### src/rtl/ptp_pkg.sv
// ----------------------------------------------------------------------------
// ptp_pkg
// Shared types, constants and single-precision helpers for the point
// transform pipeline.
// ----------------------------------------------------------------------------
package ptp_pkg;

  localparam int SIG_W    = 48;
  localparam int DIV_BITS = 26;
  localparam int LAT_FP   = 3;
  localparam int LAT_DIV  = DIV_BITS + 3;

  localparam logic [31:0] FP_ONE     = 32'h3F80_0000;
  localparam logic [31:0] FP_NEG_ONE = 32'hBF80_0000;
  localparam logic [31:0] FP_QNAN    = 32'h7FC0_0000;

  localparam logic [2:0] REG_PERSP = 3'd6;

  typedef enum logic [1:0] {
    OP_AFFINE,
    OP_PROJECT,
    OP_HPROJECT,
    OP_UNPROJECT
  } op_t;

  // unpacked operand: effective exponent and mantissa with hidden bit
  typedef struct packed {
    logic        sign;
    logic        nan;
    logic        inf;
    logic        zero;
    logic [7:0]  ex;
    logic [23:0] man;
  } fpu_t;

  // unrounded result: value = sig / 2^47 * 2^(ex - 127)
  typedef struct packed {
    logic               sign;
    logic               nan;
    logic               inf;
    logic               zero;
    logic signed [10:0] ex;
    logic [SIG_W-1:0]   sig;
  } unr_t;

  function automatic fpu_t fp_unpack(input logic [31:0] f);
    fpu_t u;
    u.sign = f[31];
    u.nan  = (f[30:23] == 8'hFF) && (f[22:0] != '0);
    u.inf  = (f[30:23] == 8'hFF) && (f[22:0] == '0);
    u.zero = (f[30:0] == '0);
    u.ex   = (f[30:23] == '0) ? 8'd1 : f[30:23];
    u.man  = {f[30:23] != '0, f[22:0]};
    return u;
  endfunction

  function automatic logic [4:0] lzc24(input logic [23:0] v);
    logic [4:0] n;
    logic       found;
    n = 5'd24;
    found = 1'b0;
    for (int i = 23; i >= 0; i--) begin
      if (!found && v[i]) begin
        n = 5'(23 - i);
        found = 1'b1;
      end
    end
    return n;
  endfunction

  function automatic logic [5:0] lzc48(input logic [SIG_W-1:0] v);
    logic [5:0] n;
    logic       found;
    n = 6'(SIG_W);
    found = 1'b0;
    for (int i = SIG_W - 1; i >= 0; i--) begin
      if (!found && v[i]) begin
        n = 6'(SIG_W - 1 - i);
        found = 1'b1;
      end
    end
    return n;
  endfunction

  function automatic unr_t fp_norm(input unr_t u);
    unr_t       r;
    logic [5:0] lz;
    r = u;
    lz = lzc48(u.sig);
    if (!u.nan && !u.inf && !u.zero) begin
      r.sig = u.sig << lz;
      r.ex  = $signed(u.ex) - $signed({5'b0, lz});
    end
    return r;
  endfunction

  function automatic logic [31:0] fp_round(input unr_t u);
    logic [SIG_W-1:0] s;
    logic [SIG_W-1:0] mask;
    logic [10:0]      sh;
    logic [7:0]       eo;
    logic [23:0]      m;
    logic [30:0]      mag;
    logic             lost;
    logic             g;
    logic             st;
    logic             inc;
    logic [31:0]      res;
    s = u.sig;
    mask = '0;
    sh = '0;
    lost = 1'b0;
    eo = u.ex[7:0];
    if ($signed(u.ex) <= 0) begin
      sh = 11'(1 - $signed(u.ex));
      eo = '0;
      if (sh >= 11'(SIG_W)) begin
        lost = |u.sig;
        s = '0;
      end else begin
        mask = (48'd1 << sh[5:0]) - 48'd1;
        lost = |(u.sig & mask);
        s = u.sig >> sh[5:0];
      end
    end
    m = s[47:24];
    g = s[23];
    st = (|s[22:0]) | lost;
    inc = g & (st | m[0]);
    mag = {eo, m[22:0]} + 31'(inc);
    if (u.nan) begin
      res = FP_QNAN;
    end else if (u.inf) begin
      res = {u.sign, 8'hFF, 23'b0};
    end else if (u.zero) begin
      res = {u.sign, 31'b0};
    end else if ($signed(u.ex) >= 255) begin
      res = {u.sign, 8'hFF, 23'b0};
    end else begin
      res = {u.sign, mag};
    end
    return res;
  endfunction

  function automatic logic [31:0] fp_canon(input logic [31:0] f);
    return ((f[30:23] == 8'hFF) && (f[22:0] != '0)) ? FP_QNAN : f;
  endfunction

endpackage

### src/rtl/ptp_fmul.sv
// ----------------------------------------------------------------------------
// ptp_fmul
// Three-stage single-precision multiplier: product, normalize, round.
// ----------------------------------------------------------------------------
module ptp_fmul (
  input  logic        clk,
  input  logic        ce,
  input  logic [31:0] a,
  input  logic [31:0] b,
  output logic [31:0] y
);

  ptp_pkg::fpu_t ua;
  ptp_pkg::fpu_t ub;
  ptp_pkg::unr_t s1_next;
  ptp_pkg::unr_t s1;
  ptp_pkg::unr_t s2;

  always_comb begin
    ua = ptp_pkg::fp_unpack(a);
    ub = ptp_pkg::fp_unpack(b);
    s1_next.sign = ua.sign ^ ub.sign;
    s1_next.nan  = ua.nan | ub.nan | (ua.inf & ub.zero) | (ub.inf & ua.zero);
    s1_next.inf  = !s1_next.nan & (ua.inf | ub.inf);
    s1_next.zero = !s1_next.nan & !s1_next.inf & (ua.zero | ub.zero);
    s1_next.ex   = $signed({3'b0, ua.ex}) + $signed({3'b0, ub.ex}) - 11'sd126;
    s1_next.sig  = ua.man * ub.man;
  end

  always_ff @(posedge clk) begin
    if (ce) begin
      s1 <= s1_next;
      s2 <= ptp_pkg::fp_norm(s1);
      y  <= ptp_pkg::fp_round(s2);
    end
  end

endmodule

### config.mk
export PLATFORM = sky130hd
export DESIGN_NAME = ptp_fmul
export DESIGN_NICKNAME = d
export VERILOG_FILES = /design/src/rtl/ptp_pkg.sv /design/src/rtl/ptp_fmul.sv
export SDC_FILE = /design/constraint.sdc
export NUM_CORES = 2
export LEC_CHECK = 0
export ABC_AREA = 1
export BUFFER_PORTS_ARGS = -buffer_cell sky130_fd_sc_hd__buf_2
export CAP_MARGIN = 25
export CORE_AREA = 4 4 314 316
export DETAILED_ROUTE_END_ITERATION = 6
export DIE_AREA = 0 0 318 320
export GPL_TIMING_DRIVEN = 0
export PLACE_DENSITY = 0.49
export SYNTH_ARGS = -nofsm -noshare
export SYNTH_HDL_FRONTEND = slang
export SYNTH_SLANG_ARGS = --single-unit
### constraint.sdc
create_clock -name clk -period 20 [get_ports clk]
set_input_delay 2 -clock clk [delete_from_list [all_inputs] [get_ports clk]]
set_output_delay 2 -clock clk [all_outputs]
set_load 0.005 [all_outputs]
### Word level (Yosys, flattened, before mapping)

Index checks and enable logic that the tools add are counted.
W data, S select, Z words.

| operators by class | value |
|---|---|
| add/subtract/negate cells | 6 |
| multipliers | 1 |
| magnitude comparators | 3 |
| equal/unequal tests | 2 |
| shifts and indexed selects | 3 |
| muxes and demuxes | 157 |
| bitwise operators | 15 |
| reduce and logical (&&, ||, !) cells | 120 |

Operators by type and width:

| kind | number |
|---|---|
| $mux W6 | 49 |
| $mux W47 | 3 |
| $mux W1 | 97 |
| $reduce_or A48 Y1 | 2 |
| $logic_not A31 Y1 | 2 |
| $mux W31 | 2 |
| $mux W59 | 1 |
| $logic_and A1 B1 Y1 | 53 |
| $logic_not A1 Y1 | 52 |
| $and A48 B48 Y48 | 1 |
| $mul A24 B24 Y48 | 1 |
| $shl A1 B6 Y48 const A | 1 |
| $shl A48 B6 Y48 | 1 |
| $shr A48 B6 Y47 | 1 |
| $sub A48 B1 Y48 const B | 1 |
| $logic_not A23 Y1 | 2 |
| $reduce_bool A23 Y1 | 2 |
| $mux W8 | 4 |
| $add A31 B1 Y31 | 1 |
| $mux W23 | 1 |
| $reduce_or A23 Y1 | 1 |
| $eq A8 B8 Y1 const B | 2 |
| $logic_not A8 Y1 | 2 |
| $reduce_bool A8 Y1 | 2 |
| other kinds (12) | 23 |

| word-level totals | value |
|---|---|
| register bits | 158 |
| bits of input ports | 66 |
| output and inout port bits | 32 |

### Longest topological paths before layout

| logic depth | value |
|---|---|
| depth after elaboration | 192 |
| mapped depth | 44 |
| gate-level depth less buffers | 42 |

### Least setup slack after synthesis

Ideal clock, no wire load.

| path | value |
|---|---|
| path type | input-to-reg |
| start point | input port b[3] |
| end point | register s1[46] (netlist bit), data pin |
| library setup time | 0.276 ns |
| data arrival time | 8.811 ns |
| required time | 19.724 ns |
| path slack | 10.914 ns |
| cell stages on the path | 34 |
| buffers on the path | 2 |
| path through | clkbuf_1 > clkbuf_1 > nand2_1 > fa_1 > fa_1 > inv_1 > fa_1 > ha_1 > fa_1 > inv_1 > fa_1 > fa_1 > inv_1 > ha_1 > a21oi_1 > o21bai_1 > a21oi_1 > nor2_1 > nor2_1 > o21ai_1 > nand4_1 > o211ai_1 > a21o_1 > a21oi_1 > o21ai_1 > a21oi_1 > o21ai_1 > a21oi_1 > o21ai_1 > a21oi_1 > o21ai_0 > nand4_1 > o311ai_0 > xor2_1 |

RTL lines:

| item | line | RTL |
|---|---|---|
| from (decl) | ptp_fmul.sv:9 | `input logic [31:0] b,` |
| to (signal assigned) | ptp_fmul.sv:32 | `s1 <= s1_next;` |
| to (decl) | ptp_fmul.sv:16 | `ptp_pkg::unr_t s1;` |

==> flow_summary.toml <==
[run_status]
status = "complete, but fails checks"
violations = "design-rule violations"

[place]
placed_cells = 5854
gp_congestion = 0.9703
post-dp-hpwl_um = 115900
place_ws_ns = 8.933
io_buffers = 51

[floorplanning]
die_x_um = 318
die_height_um = 320
initial_core_util_pct = 34.73
placementRows = 114
ios = 98
coreArea_mm2 = 0.09599
fp.dieArea_mm2 = 0.1018

[setup_path]
r2r_cells = 39
crit_end = "s1[46]"
r2r_start = "s2[49]"
slowest_stage = "clkbuf_1"
r2r_end = "y[0]"
regToRegSetupSlack_ns = 12.49
worst-setup-path-type = "in -> reg"
startpoint_type = "input port"
crit_buf_inv = 5
cp_slowest_stage_delay_ns = 0.68
crit_path_start = "b[4]"
critical-path-top-delay-family = "adder cells"
path_depth = 34
cp_max_fo = 10
end_kind = "flop"
crit_required_ns = 20.20
crit_arrival_ns = 10.74

[cts]
clk_latency_ns = 0.48
clock-sinks = 157
postCtsSetupBuffers = 0
htreeDepth = 4
post_cts_resized = 0
cts_made_buffers = 17
root_buffer = "clkbuf_16"
clock_path_buffers = 2
cts_tree = "yes"
clk_pin_slew_worst_paths_ns = 0.07
cts_hold_repair.buffers = 0

[global_route]
globalRoute.totalOverflow = 0
grt_pass1_wl_um = 205000
grt_pass1_vias = 31240
antenna_found_initial = 7
grt.total_usage_pct = 27.03
grt_max_degree = 125

[logic_synthesis]
yosysTopAreaCell = "fa_1"
ys_seq_elements = 157
synth_cell_types = 71
syn-num-nets = 5271
synthArstFlopShare_pct = 0
yosysSeqAreaShare_pct = 14.14
syn_area_mm2 = 0.03334
synthFlopType = "edfxtp_1"
ys_warn_count = 0
postSynthCellCount = 4521
syn_area_per_cell_um2 = 7.374
yosys.area.top_type_share_pct = 29.06
netlist_top_cells_area = "fa_1, edfxtp_1, nand2_1"
synth_edf_count = 157

[timing]
slew_headroom_pct = 32.97
fin_crit_sh_pct = 52.70
setup_viol = 0
final.min_clock_period_ns = 10.54
final-max-slew-violation-count = 0
timing.fmax_mhz = 94.88
timing.final.ws_setup_ns = 9.460
finalHoldViolations = 0
skew_ns = 0.01297
rsz0062_at_grt = "false"
setup_tns_ns = 0
worst_slew_pin_slew_ns = 1.005

[drt]
post-route-drc-count = 3
routed.top_layer = "met5"
vias_per_cell = 5.295
wl_met2_um = 62710
met1_length_um = 58940
drtIter0Drc = 2676
drtAntennaViolNets = 0
routed_wl_um = 139000
drtPass1Iterations = 7
detailroute.via_count = 31190
met3_length_um = 9797
wl_per_cell_um = 23.60

[hold_path]
hold_depth = 0
min_path_type = "reg -> reg"

[layout]
nFillCells = 10400
layout_commonest_cell = "nand2_1"
fin_util_pct = 37.41
area_delta_synth_final_pct = 7.720
fin_cells = 5891
drive_gt1_share_pct = 4.231
final_cell_mix = "nand2_1, inv_1, fa_1, nand3_1, nor2_1"
finalNetCount = 5347

[run]
cap_viol_max_count = 0
==> final cells by class <==
cell class / instances / area (um2) / share of cell area [%]
repair buffers: 57 / 344.1 / 0.9581
multi-input cells: 3159 / 23970 / 66.76
inverters: 943 / 3540 / 9.856
flip-flops and latches: 157 / 4715 / 13.13
clock inverters: 14 / 192.7 / 0.5365
well taps: 1276 / 1597 / 4.446
plain buffers: 262 / 1110 / 3.090
clock buffers: 17 / 425.4 / 1.185
diodes: 6 / 15.01 / 0.04181
==> cells in the mapped netlist (55+ instances only) <==
cell type	count
a21oi_1	130
clkbuf_1	198
edfxtp_1	157
fa_1	484
ha_1	200
inv_1	923
nand2_1	1108
nand3_1	339
nand4_1	100
nor2_1	233
nor3_1	55
o21ai_0	192
==> metrics by stage <==
| stage | hold slack [ns] | instance area [um2] |
|---|---|---|
| floorplan | 0.4003 | 33340 |
| global placement | 0.4043 | 35190 |
| detailed placement | 0.4168 | 35280 |
| CTS | 0.4333 | 35900 |
| global route | 0.4404 | 35900 |
| finish | 0.4345 | 35910 |
==> kinds of logic after synthesis <==
group / count (synthesis) / share of synthesized area, %
simple gates: 1914 / 24.86
buf+inv: 1205 / 13.95
fa+ha+maj: 684 / 36.57
compound gates: 471 / 8.028
flops: 157 / 14.14
xor+xnor: 67 / 1.760
mux: 23 / 0.6906
==> worst reg2reg max path: cells and delay by family (launching register included) <==
kind	cells	cell delay, ns
AND/OR/NAND/NOR	17	2.67
buffers and inverters	15	2.63
AO/OA/AOI/OAI	4	0.86
adder cells (fa/ha/maj)	2	0.46
flip-flops	1	0.44
XOR/XNOR	1	0.16
==> routing by layer <==
metal	GRT usage (%)	up-vias
met5	0	-
met4	12.74	4
li1	-	14260
met2	43.99	1299
met3	3.873	305
met1	35.63	15320
==> flip-flops by register name, indices dropped and copies added, names as in the netlist <==
name,cells
s1,62
s2,63
y,32
==> worst min-delay path by stage <==
stage	end	slack, ns	start
global route	s2[62]	0.44	s1[62]
floorplan	s2[62]	0.40	s1[62]
detailed placement	s2[62]	0.42	s1[62]
CTS	s2[62]	0.43	s1[62]
finish	s2[62]	0.43	s1[62]
global placement	s2[62]	0.40	s1[62]
Power is left out: the tool's default activity adds up to more than one toggle a clock period on the data nets, which glitch-free logic cannot reach.
