### src/rtl/ptp_pkg.sv
// ----------------------------------------------------------------------------
// ptp_pkg
// Shared types, constants and single-precision helpers for the point
// transform pipeline.
// ----------------------------------------------------------------------------
package ptp_pkg;

  localparam int SIG_W    = 48;
  localparam int DIV_BITS = 26;
  localparam int LAT_FP   = 3;
  localparam int LAT_DIV  = DIV_BITS + 3;

  localparam logic [31:0] FP_ONE     = 32'h3F80_0000;
  localparam logic [31:0] FP_NEG_ONE = 32'hBF80_0000;
  localparam logic [31:0] FP_QNAN    = 32'h7FC0_0000;

  localparam logic [2:0] REG_PERSP = 3'd6;

  typedef enum logic [1:0] {
    OP_AFFINE,
    OP_PROJECT,
    OP_HPROJECT,
    OP_UNPROJECT
  } op_t;

  // unpacked operand: effective exponent and mantissa with hidden bit
  typedef struct packed {
    logic        sign;
    logic        nan;
    logic        inf;
    logic        zero;
    logic [7:0]  ex;
    logic [23:0] man;
  } fpu_t;

  // unrounded result: value = sig / 2^47 * 2^(ex - 127)
  typedef struct packed {
    logic               sign;
    logic               nan;
    logic               inf;
    logic               zero;
    logic signed [10:0] ex;
    logic [SIG_W-1:0]   sig;
  } unr_t;

  function automatic fpu_t fp_unpack(input logic [31:0] f);
    fpu_t u;
    u.sign = f[31];
    u.nan  = (f[30:23] == 8'hFF) && (f[22:0] != '0);
    u.inf  = (f[30:23] == 8'hFF) && (f[22:0] == '0);
    u.zero = (f[30:0] == '0);
    u.ex   = (f[30:23] == '0) ? 8'd1 : f[30:23];
    u.man  = {f[30:23] != '0, f[22:0]};
    return u;
  endfunction

  function automatic logic [4:0] lzc24(input logic [23:0] v);
    logic [4:0] n;
    logic       found;
    n = 5'd24;
    found = 1'b0;
    for (int i = 23; i >= 0; i--) begin
      if (!found && v[i]) begin
        n = 5'(23 - i);
        found = 1'b1;
      end
    end
    return n;
  endfunction

  function automatic logic [5:0] lzc48(input logic [SIG_W-1:0] v);
    logic [5:0] n;
    logic       found;
    n = 6'(SIG_W);
    found = 1'b0;
    for (int i = SIG_W - 1; i >= 0; i--) begin
      if (!found && v[i]) begin
        n = 6'(SIG_W - 1 - i);
        found = 1'b1;
      end
    end
    return n;
  endfunction

  function automatic unr_t fp_norm(input unr_t u);
    unr_t       r;
    logic [5:0] lz;
    r = u;
    lz = lzc48(u.sig);
    if (!u.nan && !u.inf && !u.zero) begin
      r.sig = u.sig << lz;
      r.ex  = $signed(u.ex) - $signed({5'b0, lz});
    end
    return r;
  endfunction

  function automatic logic [31:0] fp_round(input unr_t u);
    logic [SIG_W-1:0] s;
    logic [SIG_W-1:0] mask;
    logic [10:0]      sh;
    logic [7:0]       eo;
    logic [23:0]      m;
    logic [30:0]      mag;
    logic             lost;
    logic             g;
    logic             st;
    logic             inc;
    logic [31:0]      res;
    s = u.sig;
    mask = '0;
    sh = '0;
    lost = 1'b0;
    eo = u.ex[7:0];
    if ($signed(u.ex) <= 0) begin
      sh = 11'(1 - $signed(u.ex));
      eo = '0;
      if (sh >= 11'(SIG_W)) begin
        lost = |u.sig;
        s = '0;
      end else begin
        mask = (48'd1 << sh[5:0]) - 48'd1;
        lost = |(u.sig & mask);
        s = u.sig >> sh[5:0];
      end
    end
    m = s[47:24];
    g = s[23];
    st = (|s[22:0]) | lost;
    inc = g & (st | m[0]);
    mag = {eo, m[22:0]} + 31'(inc);
    if (u.nan) begin
      res = FP_QNAN;
    end else if (u.inf) begin
      res = {u.sign, 8'hFF, 23'b0};
    end else if (u.zero) begin
      res = {u.sign, 31'b0};
    end else if ($signed(u.ex) >= 255) begin
      res = {u.sign, 8'hFF, 23'b0};
    end else begin
      res = {u.sign, mag};
    end
    return res;
  endfunction

  function automatic logic [31:0] fp_canon(input logic [31:0] f);
    return ((f[30:23] == 8'hFF) && (f[22:0] != '0)) ? FP_QNAN : f;
  endfunction

endpackage

### src/rtl/ptp_fadd.sv
// ----------------------------------------------------------------------------
// ptp_fadd
// Three-stage single-precision adder: align and add, normalize, round.
// ----------------------------------------------------------------------------
module ptp_fadd (
  input  logic        clk,
  input  logic        ce,
  input  logic [31:0] a,
  input  logic [31:0] b,
  output logic [31:0] y
);

  ptp_pkg::fpu_t    ua;
  ptp_pkg::fpu_t    ub;
  ptp_pkg::fpu_t    ubig;
  ptp_pkg::fpu_t    usml;
  logic             swap;
  logic [7:0]       d;
  logic [47:0]      big;
  logic [47:0]      sml;
  logic [47:0]      aln;
  logic [47:0]      sum;
  logic             stk;
  ptp_pkg::unr_t    s1_next;
  ptp_pkg::unr_t    s1;
  ptp_pkg::unr_t    s2;

  always_comb begin
    ua = ptp_pkg::fp_unpack(a);
    ub = ptp_pkg::fp_unpack(b);
    swap = b[30:0] > a[30:0];
    ubig = swap ? ub : ua;
    usml = swap ? ua : ub;
    d = ubig.ex - usml.ex;
    big = {1'b0, ubig.man, 23'b0};
    sml = {1'b0, usml.man, 23'b0};
    if (d >= 8'd48) begin
      aln = '0;
      stk = |usml.man;
    end else begin
      aln = sml >> d[5:0];
      stk = |(sml & ((48'd1 << d[5:0]) - 48'd1));
    end
    aln[0] = aln[0] | stk;
    sum = (ubig.sign == usml.sign) ? big + aln : big - aln;
    s1_next.nan  = ua.nan | ub.nan | (ua.inf & ub.inf & (ua.sign != ub.sign));
    s1_next.inf  = !s1_next.nan & (ua.inf | ub.inf);
    s1_next.zero = !s1_next.nan & !s1_next.inf & (sum == '0);
    if (s1_next.inf) begin
      s1_next.sign = ua.inf ? ua.sign : ub.sign;
    end else if (s1_next.zero) begin
      s1_next.sign = ua.sign & ub.sign;
    end else begin
      s1_next.sign = ubig.sign;
    end
    s1_next.ex  = $signed({3'b0, ubig.ex}) + 11'sd1;
    s1_next.sig = sum;
  end

  always_ff @(posedge clk) begin
    if (ce) begin
      s1 <= s1_next;
      s2 <= ptp_pkg::fp_norm(s1);
      y  <= ptp_pkg::fp_round(s2);
    end
  end

endmodule

### config.mk
export PLATFORM = sky130hd
export DESIGN_NAME = ptp_fadd
export DESIGN_NICKNAME = d
export VERILOG_FILES = /design/src/rtl/ptp_pkg.sv /design/src/rtl/ptp_fadd.sv
export SDC_FILE = /design/constraint.sdc
export NUM_CORES = 1
export LEC_CHECK = 0
export ABC_AREA = 1
export BUFFER_PORTS_ARGS = -buffer_cell sky130_fd_sc_hd__buf_4
export CAP_MARGIN = 40
export CORE_UTILIZATION = 25
export CTS_BUF_LIST = sky130_fd_sc_hd__clkbuf_8
export CTS_CLUSTER_DIAMETER = 150
export DETAILED_ROUTE_END_ITERATION = 10
export MAX_ROUTING_LAYER = met4
export PLACE_DENSITY = 0.44
export SLEW_MARGIN = 20
export SYNTH_ARGS = -nofsm -noshare
export SYNTH_HDL_FRONTEND = slang
export SYNTH_SLANG_ARGS = --single-unit
### constraint.sdc
create_clock -name clk -period 18.24 [get_ports clk]
set_input_delay 4.56 -clock clk [delete_from_list [all_inputs] [get_ports clk]]
set_output_delay 4.56 -clock clk [all_outputs]
set_load 0.01 [all_outputs]
## Yosys cells after proc, flatten, opt, wreduce, memory -nomap -nowiden

Cells that the tools add are included.

| cells by class | value |
|---|---|
| shift-type cells | 5 |
| multiplexer cells | 165 |
| eq/ne operators | 4 |
| $add $sub $neg | 9 |
| order comparisons | 5 |
| reduce and logical (&&, ||, !) cells | 123 |
| bitwise logic cells | 15 |

Operators by type and width:

| kind | count |
|---|---|
| $mux W6 | 49 |
| $reduce_or A48 Y1 | 3 |
| $mux W47 | 3 |
| $mux W1 | 101 |
| $mux W48 | 2 |
| $shl A1 B6 Y48 const A | 2 |
| $sub A48 B1 Y48 const B | 2 |
| $mux W36 | 2 |
| $logic_not A31 Y1 | 2 |
| $mux W31 | 2 |
| $mux W59 | 1 |
| $logic_and A1 B1 Y1 | 53 |
| $logic_not A1 Y1 | 52 |
| $add A47 B48 Y48 | 1 |
| $and A47 B48 Y48 | 1 |
| $and A48 B48 Y48 | 1 |
| $logic_not A48 Y1 | 1 |
| $shl A48 B6 Y48 | 1 |
| $shr A47 B6 Y48 | 1 |
| $shr A48 B6 Y47 | 1 |
| $sub A47 B48 Y48 | 1 |
| $logic_not A23 Y1 | 2 |
| $reduce_bool A23 Y1 | 2 |
| $mux W8 | 4 |
| 22 further kinds | 36 |

| word-level totals | value |
|---|---|
| output and inout bits | 32 |
| word-level logic and storage cells | 341 |
| flip-flop bits (word level) | 158 |
| input bits | 66 |

## Depth between registers and ports, before layout

| depth | value |
|---|---|
| word-level depth | 192 |
| gate-level depth with buffers | 68 |

## Least setup slack after synthesis

OpenSTA, ideal clock, no wires.

| timing | value |
|---|---|
| path kind | input to register |
| from | in a[20] |
| to | reg s1[62] (netlist bit), data pin |
| buffers on the path | 5 |
| required time | 17.987 ns |
| cell stages on the path | 61 |
| arrival | 12.299 ns |
| setup slack | 5.688 ns |
| cells stage by stage | inv_1 ha_1 a21oi_1 nor2_1 a211oi_1 a21oi_1 a211oi_1 nand2_1 nand2_2 clkbuf_1 clkbuf_1 clkbuf_1 clkbuf_1 a21oi_1 ha_1 fa_1 nand3b_1 and2_1 [25 not listed] nand2_1 nand2_1 nand2_1 nand2_1 nand2_1 nand2_1 nand3_1 nand2_1 a21oi_1 nor2_1 o21ai_0 nand2_1 nor2_1 nand3_1 nor2_1 nand4_1 nand3_1 nand2_1 |

RTL lines:

| item | line | source |
|---|---|---|
| start, declared | ptp_fadd.sv:8 | `input logic [31:0] a,` |
| end signal, assigned | ptp_fadd.sv:62 | `s1 <= s1_next;` |
| end, declared | ptp_fadd.sv:25 | `ptp_pkg::unr_t s1;` |

==> summary.txt <==
Pwr
  • Combinational power share: approximately 69%
  • Switching power of the nets: approximately 1.5 mW
  • Switching share of power: approximately 58%
  • Int Power: between 1 and 1.5 mW
  • Power share of the clock group: 10.5%
  • Total power: approximately 2.6 mW
  • Worst vdd ir: around 0.040 mV
  • Sequential share of power: 20.5%
  • PwrDens: 104.5 nW/um^2
  • Leak pwr: roughly 12 nW

Logic synthesis
  • Async SR Flop Fraction: 0%
  • Distinct cells, synth: 70
  • Mean Syn Cell Area: between 5 and 6 sq um
  • Most frequently used flop master after synthesis: edfxtp_1
  • Post-synthesis instance total: 3959
  • #FFs+latches synth: 156
  • Cell Area, Synth: 22950 sq um
  • Synth Net Count: approximately 4.1k
  • Number of enable flip-flop cells after synthesis: between 150 and 200
  • Register area share after synthesis: 20.41%
  • Ys Warns: 0

Worst hold path
  • Hold Path End: s2[62]$_DFFE_PP_
  • Hold Path Class: flop to flop
  • Min-delay src: s1[62]$_DFFE_PP_
  • Worst Hold Depth: 0

Layout
  • Final core occ: 28.02%
  • Most frequent cells in the layout: 1107 x nand2_1, 471 x inv_1, 467 x nand3_1
  • Layout cells sized above 1: under 10%
  • Area grow syn2layout: 10.39%
  • Commonest non-fill, non-tap cell in the layout: nand2_1
  • Fill cells: 10.45k
  • Area of the multi-input gates: approximately 16000 sq um
  • Non-filler cells, final: 5149
  • Number of nets in the layout: 4128
  • Reg area: 4684 sq um
  • Cell area after layout: 25340 sq um

Setup path
  • WP data required: between 15 and 20 ns
  • Worst path max stage delay: 0.60 ns
  • Delay-heaviest family, CP: simple AND/OR/NAND/NOR gates
  • Startpoint Class: input port
  • Reg-to-reg setup timing slack: between 10 and 15 ns
  • Crit. End Element: flop
  • R2R Path Start: s2[49]$_DFFE_PP_
  • Crit Path Class: input port to flop
  • R2r endpoint: y[0]$_SDFFCE_PP0P_
  • Crit path DAT: 13.40 ns
  • Buf+Inv Stages, Crit Path: 6
  • Most frequent CP cell: nand2_1
  • CP max-delay cell: clkinv_1
  • Worst-path maximum fanout: 32
  • FF-to-FF path depth: 37

Clock tree
  • Setup bufs post-CTS: 0
  • CTS buffer count: 17
  • Maximum buffer depth of the clock tree: 2
  • Post-CTS sizing: 0
  • Clock slew at reported path FFs: 0.09 ns
  • Root buffer cell: clkbuf_8
  • CTS sink cnt: 156
  • CTS tree: done
  • CTS Hold Bufs: 0
  • H-tree Lvls: 4
  • Clock Latency Late Sink: 0.54 ns

Routing
  • Initial DRC count: 2412
  • Via/cell ratio: between 5 and 6
  • Vias post-DR: 26.69k
  • Final Routed Wirelength: 99.39 mm
  • 1st-pass router iterations: 6
  • Residual DRC: 0
  • DRT antenna net count: 0
  • WL per Instance: 19.30 microns

STA
  • Final worst setup slack: 5.134 ns
  • Total negative setup slack: 0 ns
  • Hold WS: 0.4850 ns
  • Max Fclk: 76.30 MHz
  • Worst Tran Pin Value: 0.8541 ns
  • Min Clock Period, post-route: ~13 ns
  • Final worst-path cycle share: between 70% and 80%
  • Layout Skew: 0.01542 ns
  • Slew Limit Fails: 0
  • Setup violators final: 0
  • Max_slew headroom: 42.46%
  • Final hold violation count: 0
  • Unrepaired setup endpoints after global routing: false

Place
  • HPWL Detailed: 81.10 mm
  • Cells after DPL: 5112
  • Place WS: 4.709 ns
  • Routability cong.: about 0.95
  • DP Area: approximately 25000 sq um
  • Input/output buffers: 97

Floorplan
  • Initial Util: 25.38%
  • IO Pins: between 90 and 100
  • Core ar.: 90420 sq um
  • Die Area: 93030 sq um
  • Height of the die: 305.0 microns
  • Die width: roughly 310 microns
  • Core Rows: 110

Global route
  • Pin count of the biggest net entering global routing: 97
  • Gr ovfl total: 0
  • First-pass GRT wire length: 151.9 mm
  • Initial antenna violation count: 1
  • Tot GR Track Use: 21.62%
  • Number of global-route vias before repair: ~25k

Flow run
  • MaxCap Viol Count: 0

Run status
  • Outcome: completed
-- state kept, by name, indices dropped and copies added, names as in the netlist --
name and cells:
s2 63, s1 61, y 32
-- power groups by stage --
stage | combinational [mW] | clock (mW) | sequential (mW)
after floorplan | 1.25 | 0 | 0.516
after detailed placement | 1.78 | 0 | 0.549
after CTS | 1.79 | 0.291 | 0.541
final | 1.83 | 0.277 | 0.541
after global placement | 1.80 | 0 | 0.549
after global routing | 2.03 | 0.300 | 0.549
-- Yosys cell counts (all sizes together) (4+ instances only) --
library cell  instances  share of area [%]
a2111oi               8               0.31
a211oi                9               0.29
a21o                  4               0.13
a21oi               161                3.5
a22oi                12               0.39
a31oi                18               0.49
buf                  72                1.5
clkbuf              101                1.7
clkinv                5              0.082
edfxtp              156                 20
ha                  100                5.5
inv                 490                8.0
mux2i                19               0.83
nand2              1112                 18
nand3               468                 10
nand3b               16               0.54
nand4                90                2.7
nor2                414                7.0
nor3                 85                1.9
nor4                 47                1.3
o2111ai              11               0.42
o211ai               23               0.75
o21a                 13               0.43
o21ai               387                8.4
o21bai                6               0.20
o22ai                31               0.84
o31ai                 4               0.13
or2                  11               0.30
xnor2                 7               0.27
xor2                 35                1.3
-- per-layer routing --
| metal | up-vias | part of all wire [%] | GRT usage [%] |
|---|---|---|---|
| li1 | 13344 | - | - |
| met1 | 12423 | 45 | 27.96 |
| met2 | 790 | 47 | 35.28 |
| met3 | 131 | 4.6 | 1.488 |
| met4 | 0 | 3.5 | 7.987 |
| met5 | - | 0 | - |
-- layout make-up --
class	instances	area share [%]
Antenna cell	1	0.009876
Clock buffer	17	0.9234
Clock inverter	15	0.6963
Inverter	495	7.333
Multi-Input combinational cell	3135	62.03
Sequential cell	156	18.49
Tap cell	1176	5.807
Timing Repair Buffer	154	4.716
-- worst reg2reg max path: cells and delay by family, from the launching register on --
family,cells,cell delay [ns]
AOI/OAI and AO/OA,6,1.36
adders and majority gates,2,0.47
buffers and inverters,10,1.30
DFF,1,0.53
and+or+nand+nor,19,2.96
-- kinds of logic after synthesis --
kind of cell    count (synthesis)  synth area share [%]
compound gates                717                 17.54
fa+ha+maj                     103                 5.713
simple gates                 2254                 42.64
buf+inv                       668                 11.27
mux                            19                0.8286
xor+xnor                       42                 1.603
flops                         156                 20.41
-- worst max path at each step --
stage                     slack [ns]  cells after the start               end   from
after global placement          4.66                     56  s1[62]$_DFFE_PP_   a[2]
final                           5.13                     57  s1[62]$_DFFE_PP_   a[2]
after global routing            4.01                     56  s1[62]$_DFFE_PP_   a[2]
after CTS                       5.28                     56  s1[62]$_DFFE_PP_   a[2]
after detailed placement        4.71                     56  s1[62]$_DFFE_PP_   a[2]
after floorplan                 5.69                     61  s1[62]$_DFFE_PP_  a[20]
(Power assumes the default switching activity.)
