**src/rtl/ptp_pkg.sv**
```systemverilog
// ----------------------------------------------------------------------------
// ptp_pkg
// Shared types, constants and single-precision helpers for the point
// transform pipeline.
// ----------------------------------------------------------------------------
package ptp_pkg;

  localparam int SIG_W    = 48;
  localparam int DIV_BITS = 26;
  localparam int LAT_FP   = 3;
  localparam int LAT_DIV  = DIV_BITS + 3;

  localparam logic [31:0] FP_ONE     = 32'h3F80_0000;
  localparam logic [31:0] FP_NEG_ONE = 32'hBF80_0000;
  localparam logic [31:0] FP_QNAN    = 32'h7FC0_0000;

  localparam logic [2:0] REG_PERSP = 3'd6;

  typedef enum logic [1:0] {
    OP_AFFINE,
    OP_PROJECT,
    OP_HPROJECT,
    OP_UNPROJECT
  } op_t;

  // unpacked operand: effective exponent and mantissa with hidden bit
  typedef struct packed {
    logic        sign;
    logic        nan;
    logic        inf;
    logic        zero;
    logic [7:0]  ex;
    logic [23:0] man;
  } fpu_t;

  // unrounded result: value = sig / 2^47 * 2^(ex - 127)
  typedef struct packed {
    logic               sign;
    logic               nan;
    logic               inf;
    logic               zero;
    logic signed [10:0] ex;
    logic [SIG_W-1:0]   sig;
  } unr_t;

  function automatic fpu_t fp_unpack(input logic [31:0] f);
    fpu_t u;
    u.sign = f[31];
    u.nan  = (f[30:23] == 8'hFF) && (f[22:0] != '0);
    u.inf  = (f[30:23] == 8'hFF) && (f[22:0] == '0);
    u.zero = (f[30:0] == '0);
    u.ex   = (f[30:23] == '0) ? 8'd1 : f[30:23];
    u.man  = {f[30:23] != '0, f[22:0]};
    return u;
  endfunction

  function automatic logic [4:0] lzc24(input logic [23:0] v);
    logic [4:0] n;
    logic       found;
    n = 5'd24;
    found = 1'b0;
    for (int i = 23; i >= 0; i--) begin
      if (!found && v[i]) begin
        n = 5'(23 - i);
        found = 1'b1;
      end
    end
    return n;
  endfunction

  function automatic logic [5:0] lzc48(input logic [SIG_W-1:0] v);
    logic [5:0] n;
    logic       found;
    n = 6'(SIG_W);
    found = 1'b0;
    for (int i = SIG_W - 1; i >= 0; i--) begin
      if (!found && v[i]) begin
        n = 6'(SIG_W - 1 - i);
        found = 1'b1;
      end
    end
    return n;
  endfunction

  function automatic unr_t fp_norm(input unr_t u);
    unr_t       r;
    logic [5:0] lz;
    r = u;
    lz = lzc48(u.sig);
    if (!u.nan && !u.inf && !u.zero) begin
      r.sig = u.sig << lz;
      r.ex  = $signed(u.ex) - $signed({5'b0, lz});
    end
    return r;
  endfunction

  function automatic logic [31:0] fp_round(input unr_t u);
    logic [SIG_W-1:0] s;
    logic [SIG_W-1:0] mask;
    logic [10:0]      sh;
    logic [7:0]       eo;
    logic [23:0]      m;
    logic [30:0]      mag;
    logic             lost;
    logic             g;
    logic             st;
    logic             inc;
    logic [31:0]      res;
    s = u.sig;
    mask = '0;
    sh = '0;
    lost = 1'b0;
    eo = u.ex[7:0];
    if ($signed(u.ex) <= 0) begin
      sh = 11'(1 - $signed(u.ex));
      eo = '0;
      if (sh >= 11'(SIG_W)) begin
        lost = |u.sig;
        s = '0;
      end else begin
        mask = (48'd1 << sh[5:0]) - 48'd1;
        lost = |(u.sig & mask);
        s = u.sig >> sh[5:0];
      end
    end
    m = s[47:24];
    g = s[23];
    st = (|s[22:0]) | lost;
    inc = g & (st | m[0]);
    mag = {eo, m[22:0]} + 31'(inc);
    if (u.nan) begin
      res = FP_QNAN;
    end else if (u.inf) begin
      res = {u.sign, 8'hFF, 23'b0};
    end else if (u.zero) begin
      res = {u.sign, 31'b0};
    end else if ($signed(u.ex) >= 255) begin
      res = {u.sign, 8'hFF, 23'b0};
    end else begin
      res = {u.sign, mag};
    end
    return res;
  endfunction

  function automatic logic [31:0] fp_canon(input logic [31:0] f);
    return ((f[30:23] == 8'hFF) && (f[22:0] != '0)) ? FP_QNAN : f;
  endfunction

endpackage

```
**src/rtl/ptp_fdiv.sv**
```systemverilog
// ----------------------------------------------------------------------------
// ptp_fdiv
// Pipelined single-precision divider: operand normalize, one restoring
// quotient bit per stage, then normalize and round.
// ----------------------------------------------------------------------------
module ptp_fdiv (
  input  logic        clk,
  input  logic        ce,
  input  logic [31:0] a,
  input  logic [31:0] b,
  output logic [31:0] y
);

  localparam int NB = ptp_pkg::DIV_BITS;

  typedef struct packed {
    logic               sign;
    logic               nan;
    logic               inf;
    logic               zero;
    logic signed [10:0] ex;
    logic [24:0]        rem;
    logic [23:0]        dvs;
    logic [NB-1:0]      q;
  } dstage_t;

  ptp_pkg::fpu_t ua;
  ptp_pkg::fpu_t ub;
  logic [4:0]    lza;
  logic [4:0]    lzb;
  dstage_t       st0_next;
  dstage_t       st [NB+1];
  dstage_t       step_next [NB];
  ptp_pkg::unr_t nr_next;
  ptp_pkg::unr_t nr;

  always_comb begin
    ua = ptp_pkg::fp_unpack(a);
    ub = ptp_pkg::fp_unpack(b);
    lza = ptp_pkg::lzc24(ua.man);
    lzb = ptp_pkg::lzc24(ub.man);
    st0_next.sign = ua.sign ^ ub.sign;
    st0_next.nan  = ua.nan | ub.nan | (ua.inf & ub.inf) | (ua.zero & ub.zero);
    st0_next.inf  = !st0_next.nan & (ua.inf | ub.zero);
    st0_next.zero = !st0_next.nan & !st0_next.inf & (ua.zero | ub.inf);
    st0_next.ex   = ($signed({3'b0, ua.ex}) - $signed({6'b0, lza}))
                  - ($signed({3'b0, ub.ex}) - $signed({6'b0, lzb})) + 11'sd127;
    st0_next.rem  = {1'b0, ua.man << lza};
    st0_next.dvs  = ub.man << lzb;
    st0_next.q    = '0;
  end

  always_ff @(posedge clk) begin
    if (ce) begin
      st[0] <= st0_next;
    end
  end

  for (genvar i = 0; i < NB; i++) begin : g_step
    logic        ge;
    logic [24:0] rd;

    always_comb begin
      ge = st[i].rem >= {1'b0, st[i].dvs};
      rd = ge ? st[i].rem - {1'b0, st[i].dvs} : st[i].rem;
      step_next[i] = st[i];
      step_next[i].rem = {rd[23:0], 1'b0};
      step_next[i].q = {st[i].q[NB-2:0], ge};
    end

    always_ff @(posedge clk) begin
      if (ce) begin
        st[i+1] <= step_next[i];
      end
    end
  end

  always_comb begin
    nr_next.sign = st[NB].sign;
    nr_next.nan  = st[NB].nan;
    nr_next.inf  = st[NB].inf;
    nr_next.zero = st[NB].zero;
    nr_next.ex   = st[NB].ex;
    nr_next.sig  = {st[NB].q, |st[NB].rem, {(ptp_pkg::SIG_W - 1 - NB){1'b0}}};
  end

  always_ff @(posedge clk) begin
    if (ce) begin
      nr <= ptp_pkg::fp_norm(nr_next);
      y  <= ptp_pkg::fp_round(nr);
    end
  end

endmodule

```
**config.mk**
```make
export PLATFORM = sky130hd
export DESIGN_NAME = ptp_fdiv
export DESIGN_NICKNAME = d
export VERILOG_FILES = /design/src/rtl/ptp_pkg.sv /design/src/rtl/ptp_fdiv.sv
export SDC_FILE = /design/constraint.sdc
export NUM_CORES = 2
export LEC_CHECK = 0
export BUFFER_PORTS_ARGS = -buffer_cell sky130_fd_sc_hd__buf_2
export CORE_UTILIZATION = 57
export CTS_BUF_LIST = sky130_fd_sc_hd__clkbuf_4 sky130_fd_sc_hd__clkbuf_8
export DETAILED_ROUTE_END_ITERATION = 10
export GPL_TIMING_DRIVEN = 0
export PLACE_DENSITY = 0.7
export SLEW_MARGIN = 5
export SYNTH_ARGS = -nofsm -noshare
export SYNTH_HDL_FRONTEND = slang
export SYNTH_SLANG_ARGS = --single-unit
```
**constraint.sdc**
```tcl
create_clock -name clk -period 8.05 [get_ports clk]
set_input_delay 0 -clock clk [delete_from_list [all_inputs] [get_ports clk]]
set_output_delay 0 -clock clk [all_outputs]
set_load 0.01 [all_outputs]
```
After elaboration in Yosys (flattened, before gate mapping)
Memories as Yosys holds them, arrays and structs flattened.
Index checks and enable logic that the tools add are counted.
{"block": "classes", "n_addsub": 34, "n_lt_le_gt_ge": 29, "eq_ne": 2, "shifts": 5, "n_mux": 216, "bitwise_logic": 15, "reduce_logical": 171}
{"cell": "greater-or-equal comparator 25 x 24 -> 1 bit", "n": 26}
{"cell": "two-way mux 24 bit", "n": 26}
{"cell": "subtractor 24 bit", "n": 26}
{"cell": "two-way mux 5 bit", "n": 48}
{"cell": "two-way mux 6 bit", "n": 28}
{"cell": "two-way mux 47 bit", "n": 3}
{"cell": "two-way mux 1 bit", "n": 103}
{"cell": "OR reduction 48 bit", "n": 2}
{"cell": "logical AND 1 bit", "n": 78}
{"cell": "logical NOT 1 bit", "n": 77}
{"cell": "logical NOT 31 bit", "n": 2}
{"cell": "two-way mux 31 bit", "n": 2}
{"cell": "two-way mux 59 bit", "n": 1}
{"cell": "AND 48 bit", "n": 1}
{"cell": "left shift 1 x 6 -> 48 bit, first input constant", "n": 1}
{"cell": "left shift 24 x 5 -> 24 bit", "n": 2}
{"cell": "left shift 48 x 6 -> 48 bit", "n": 1}
{"cell": ">> shifter 48 x 6 -> 47 bit", "n": 1}
{"cell": "subtractor 48 x 1 -> 48 bit, second input constant", "n": 1}
{"cell": "logical NOT 23 bit", "n": 2}
{"cell": "nonzero test 23 bit", "n": 2}
{"cell": "two-way mux 8 bit", "n": 4}
{"cell": "adder 31 x 1 -> 31 bit", "n": 1}
{"cell": "OR reduction 25 bit", "n": 1}
{"cell": "18 further kinds", "n": 33}
{"block": "totals", "ff_bits": 95, "mem_bits_rw": 2430, "in_bits": 66, "out_inout_bits": 32, "wordCells": 483, "mem_count": 1}
{"memory": "st", "depth": 27, "width": 90, "rd": 27, "rd_clocked_by_memory_dff": 0, "write_ports": 27, "line_no": "ptp_fdiv.sv:32", "rtl": "dstage_t st [NB+1];"}

Longest topological paths before layout
An unclocked memory read counts as a cell.
{"block": "depth", "word_depth": 109, "mapped_depth": 24, "mapped_depth_nobuf": 22}

Worst setup path before layout
No wires, ideal clock.
{"block": "synth_timing", "kind": "input to register", "from": "input port b[16]", "to": "memory st[0][84] (netlist bit), data pin", "setup_time_ns": 0.262, "arrival_time_ns": 4.940, "required_ns": 7.788, "path_slack_ns": 2.847, "path_stages": 24, "path_cell_list": "or4_1 > or3_1 > or2_2 > nor2_1 > nand3_1 > nand2_1 > buf_1 > buf_2 > inv_1 > ha_1 > fa_1 > nor2b_1 > o21ai_0 > nand2b_1 > xnor2_1 > ha_1 > ha_1 > inv_1 > o21bai_1 > a21o_1 > a21o_1 > a21o_1 > a21oi_1 > xor2_1"}
{"element": "start, declared", "line_no": "ptp_fdiv.sv:10", "rtl": "input logic [31:0] b,"}
{"element": "end, declared", "line_no": "ptp_fdiv.sv:32"}

==> results_dict.tcl <==
set metrics [dict create \
    clock_path_buffers 4 \
    syn_nets 9931 \
    worst_ep_arrival_time_ns 8.39 \
    dieWidth_um 440 \
    clk_pin_slew_ns 0.06 \
    use_met2_pct 41.5 \
    grt_max_degree 188 \
    drv_slew 0 \
    ir_drop_mv 0.237 \
    clkSinkCount 2102 \
    crit_path_start "b[18]" \
    first_global_vias 70900 \
    yosys.area.top_type_share_pct 57.7 \
    grt_util_met1_pct 38.8 \
    fp-row-count 160 \
    critPathTopFamily "buffers and inverters" \
    synth_compound_area_share_pct 12.3 \
    cts_tree "built" \
    cts.htree.levels 5 \
    status "completed" \
    layout_common_cells "edfxtp_1, inv_1, nand2_1" \
    overflow 0 \
    final_common_cell "edfxtp_1" \
    finish.utilization_pct 64.1 \
    ys_seq_elements 2102 \
    async_reset_ff_share_pct 0 \
    setup_viol 0 \
    vias 73800 \
    netlist_area_mm2 0.109 \
    cts_resized 0 \
    hpwlAfterDp_mm 190 \
    muxShareOfSynthArea_pct 4.45 \
    rsz0062_at_grt "no" \
    area_growth_pct 11.6 \
    setup-tns-final_ns 0 \
    wl_per_cell_um 20.7 \
    syn_inst 9173 \
    fill_cells 14700 \
    pin_count 98 \
    via_per_inst 5.87 \
    synth_edf_count 2102 \
    start_util_pct 57.4 \
    cp_slowest_cell "dlygate4sd3_1" \
    drc 0 \
    critPathBufInv 10 \
    syn_avg_cell_area_um2 11.9 \
    cts_inserted_buffers 356 \
    maxSlewHeadroom_pct 22.0 \
    clk_latency_ns 1.07 \
    critPathMaxStageDelay_ns 0.63 \
    synth_warnings 0 \
    io_buffers 97 \
    hold_viol 0 \
    rr_startpoint "nr[49]" \
    yosys_most_used_dff "edfxtp_1" \
    core-area_mm2 0.190 \
    grt_antenna_before_repair 4 \
    gp_congestion 0.938 \
    worst_pin_slew_ns 1.14 \
    hold_path.class "in2reg" \
    routed_wirelength_mm 260 \
    dp_cells 11800 \
    layout.area.seq_mm2 0.0631 \
    grt_pass1_wl_mm 400 \
    grt_usage_pct 26.6 \
    synth_top_cells_by_area "edfxtp_1, ha_1, inv_1, a21oi_1, o21ai_0" \
    hp-start "a[26]" \
    busiest_layer "met2" \
    p_leak_uw 0.0479 \
    layout-drive-gt1-share_pct 10.0 \
    power_density_mw_per_mm2 357 \
    critPathLaunchType "primary input" \
    antenna_left 0 \
    finalCritPeriodShare_pct 94.6 \
    skew_ns 0.0607 \
    path_class "in2reg" \
    synth-xor-area-share_pct 4.15 \
    multi_input_area_mm2 0.0420 \
    grt_use_met3_pct 3.57 \
    max_freq_mhz 131 \
    crit_top_cell "dlygate4sd3_1" \
    synth_top_family_by_area "compound AO/OA/AOI/OAI gates" \
    yosys.area_share.simple_pct 9.42 \
    cp-end-kind "register" \
    die_y_um 440 \
    min_period_ns 7.61 \
    dieArea_mm2 0.194 \
    critPathMaxFanout 10 \
    clock-root-buffer "clkbuf_8" \
    synth_top_cell_by_area "edfxtp_1" \
    cp.required_ns 8.83 \
    max_cap_violations 0 \
    drt-initial-drc-count 6425 \
    synth.yosys.seq_area_share_pct 57.7 \
    nets 10600 \
    first_pass_iters 6 \
    synth_cell_types 88 \
    fin_cells 12600 \
    synthAdderAreaFrac_pct 8.13 \
]
-- Yosys cell counts, types with 30 or more instances --
cell      number
mux2i_1      164
ha_1         662
mux2_2       224
xor2_1       221
edfxtp_1    2102
fa_1          30
mux4_2        31
o211ai_1      54
a22oi_1       39
nor2b_1      105
and3_1        53
nand2b_1     110
nor4_1        49
a31oi_1       77
or2_2         50
a21o_1       172
and2_1        46
nor3_1       167
a211oi_1      48
clkbuf_1     186
or3_1         47
nand4_1       96
nor2_1       566
o21bai_1      91
xnor2_1      295
nand2_1      670
nand3_1      123
o21a_1        99
inv_1        887
o21ai_0      610
o31ai_1       59
a21oi_1      627
-- worst paths after layout --
path,to,slack [ns],cells past startpoint
hold / removal,st[0][79],0.11,7
setup reg to reg,y[30],1.29,20
hold reg to reg,st[0][978],0.37,0
setup / recovery,st[0][82],0.44,27
-- through the flow --
| step | cell area [um2] | power [uW] | worst slack (ns) | hold WS (ns) |
|---|---|---|---|---|
| 2_1_floorplan | 109000 | 29000 | 2.85 | 0.112 |
| 3_3_place_gp | 113000 | 34200 | -24.94 | 0.400 |
| 3_5_place_dp | 113000 | 33900 | 1.42 | 0.405 |
| 4_1_cts | 122000 | 43600 | 0.640 | 0.00496 |
| 5_1_grt | 122000 | 46300 | 0.184 | 0.0884 |
| 6_report | 122000 | 43500 | 0.438 | 0.114 |
-- where the power goes --
part	internal, uW	switching, uW
clock network	5200	4210
registers	15400	1470
logic	7190	10000
total	27800	15700
-- registers in the layout, indices dropped and copies added (netlist names) --
register / flops
st: 2028
y: 32
nr: 42
-- worst min-delay path, delay by kind of cell --
kind	cells	cell delay [ns]
xor gates and xnor gates	2	0.29
adders and majority gates	3	0.46
buffers and inverters	2	0.19
-- cells by family after synthesis --
kind of cell | after synthesis
XOR/XNOR | 517
multiplexers | 419
adder cells (fa/ha/maj) | 693
buffers and inverters | 1114
AND/OR/NAND/NOR | 2165
flip-flops | 2102
AO/OA/AOI/OAI | 2163
-- metal layers --
layer / wire (um) / share of wire, % / up-vias
met1: 120000 / 46 / 35800
met5: 0 / 0 / -
li1: - / - / 35200
met3: 15100 / 5.8 / 476
met2: 118000 / 46 / 2237
met4: 6820 / 2.6 / 0
-- final cells by class --
type,instances,area share (%)
flip-flops and latches,2102,51.7
multi-input cells,5957,34.5
clock buffers,436,4.52
inverters,891,2.74
well taps,2511,2.58
repair buffers,286,2.16
clock inverters,164,1.11
plain buffers,223,0.703
diodes,3,0.00615
-- repair_timing --
item / 4_1_cts / 5_1_grt
buffers inserted: 0 / 0
endpoints found under the hold margin: 423 / 0
hold buffers: 174 / 0
No activity file was read; power rests on OpenSTA's default activity.
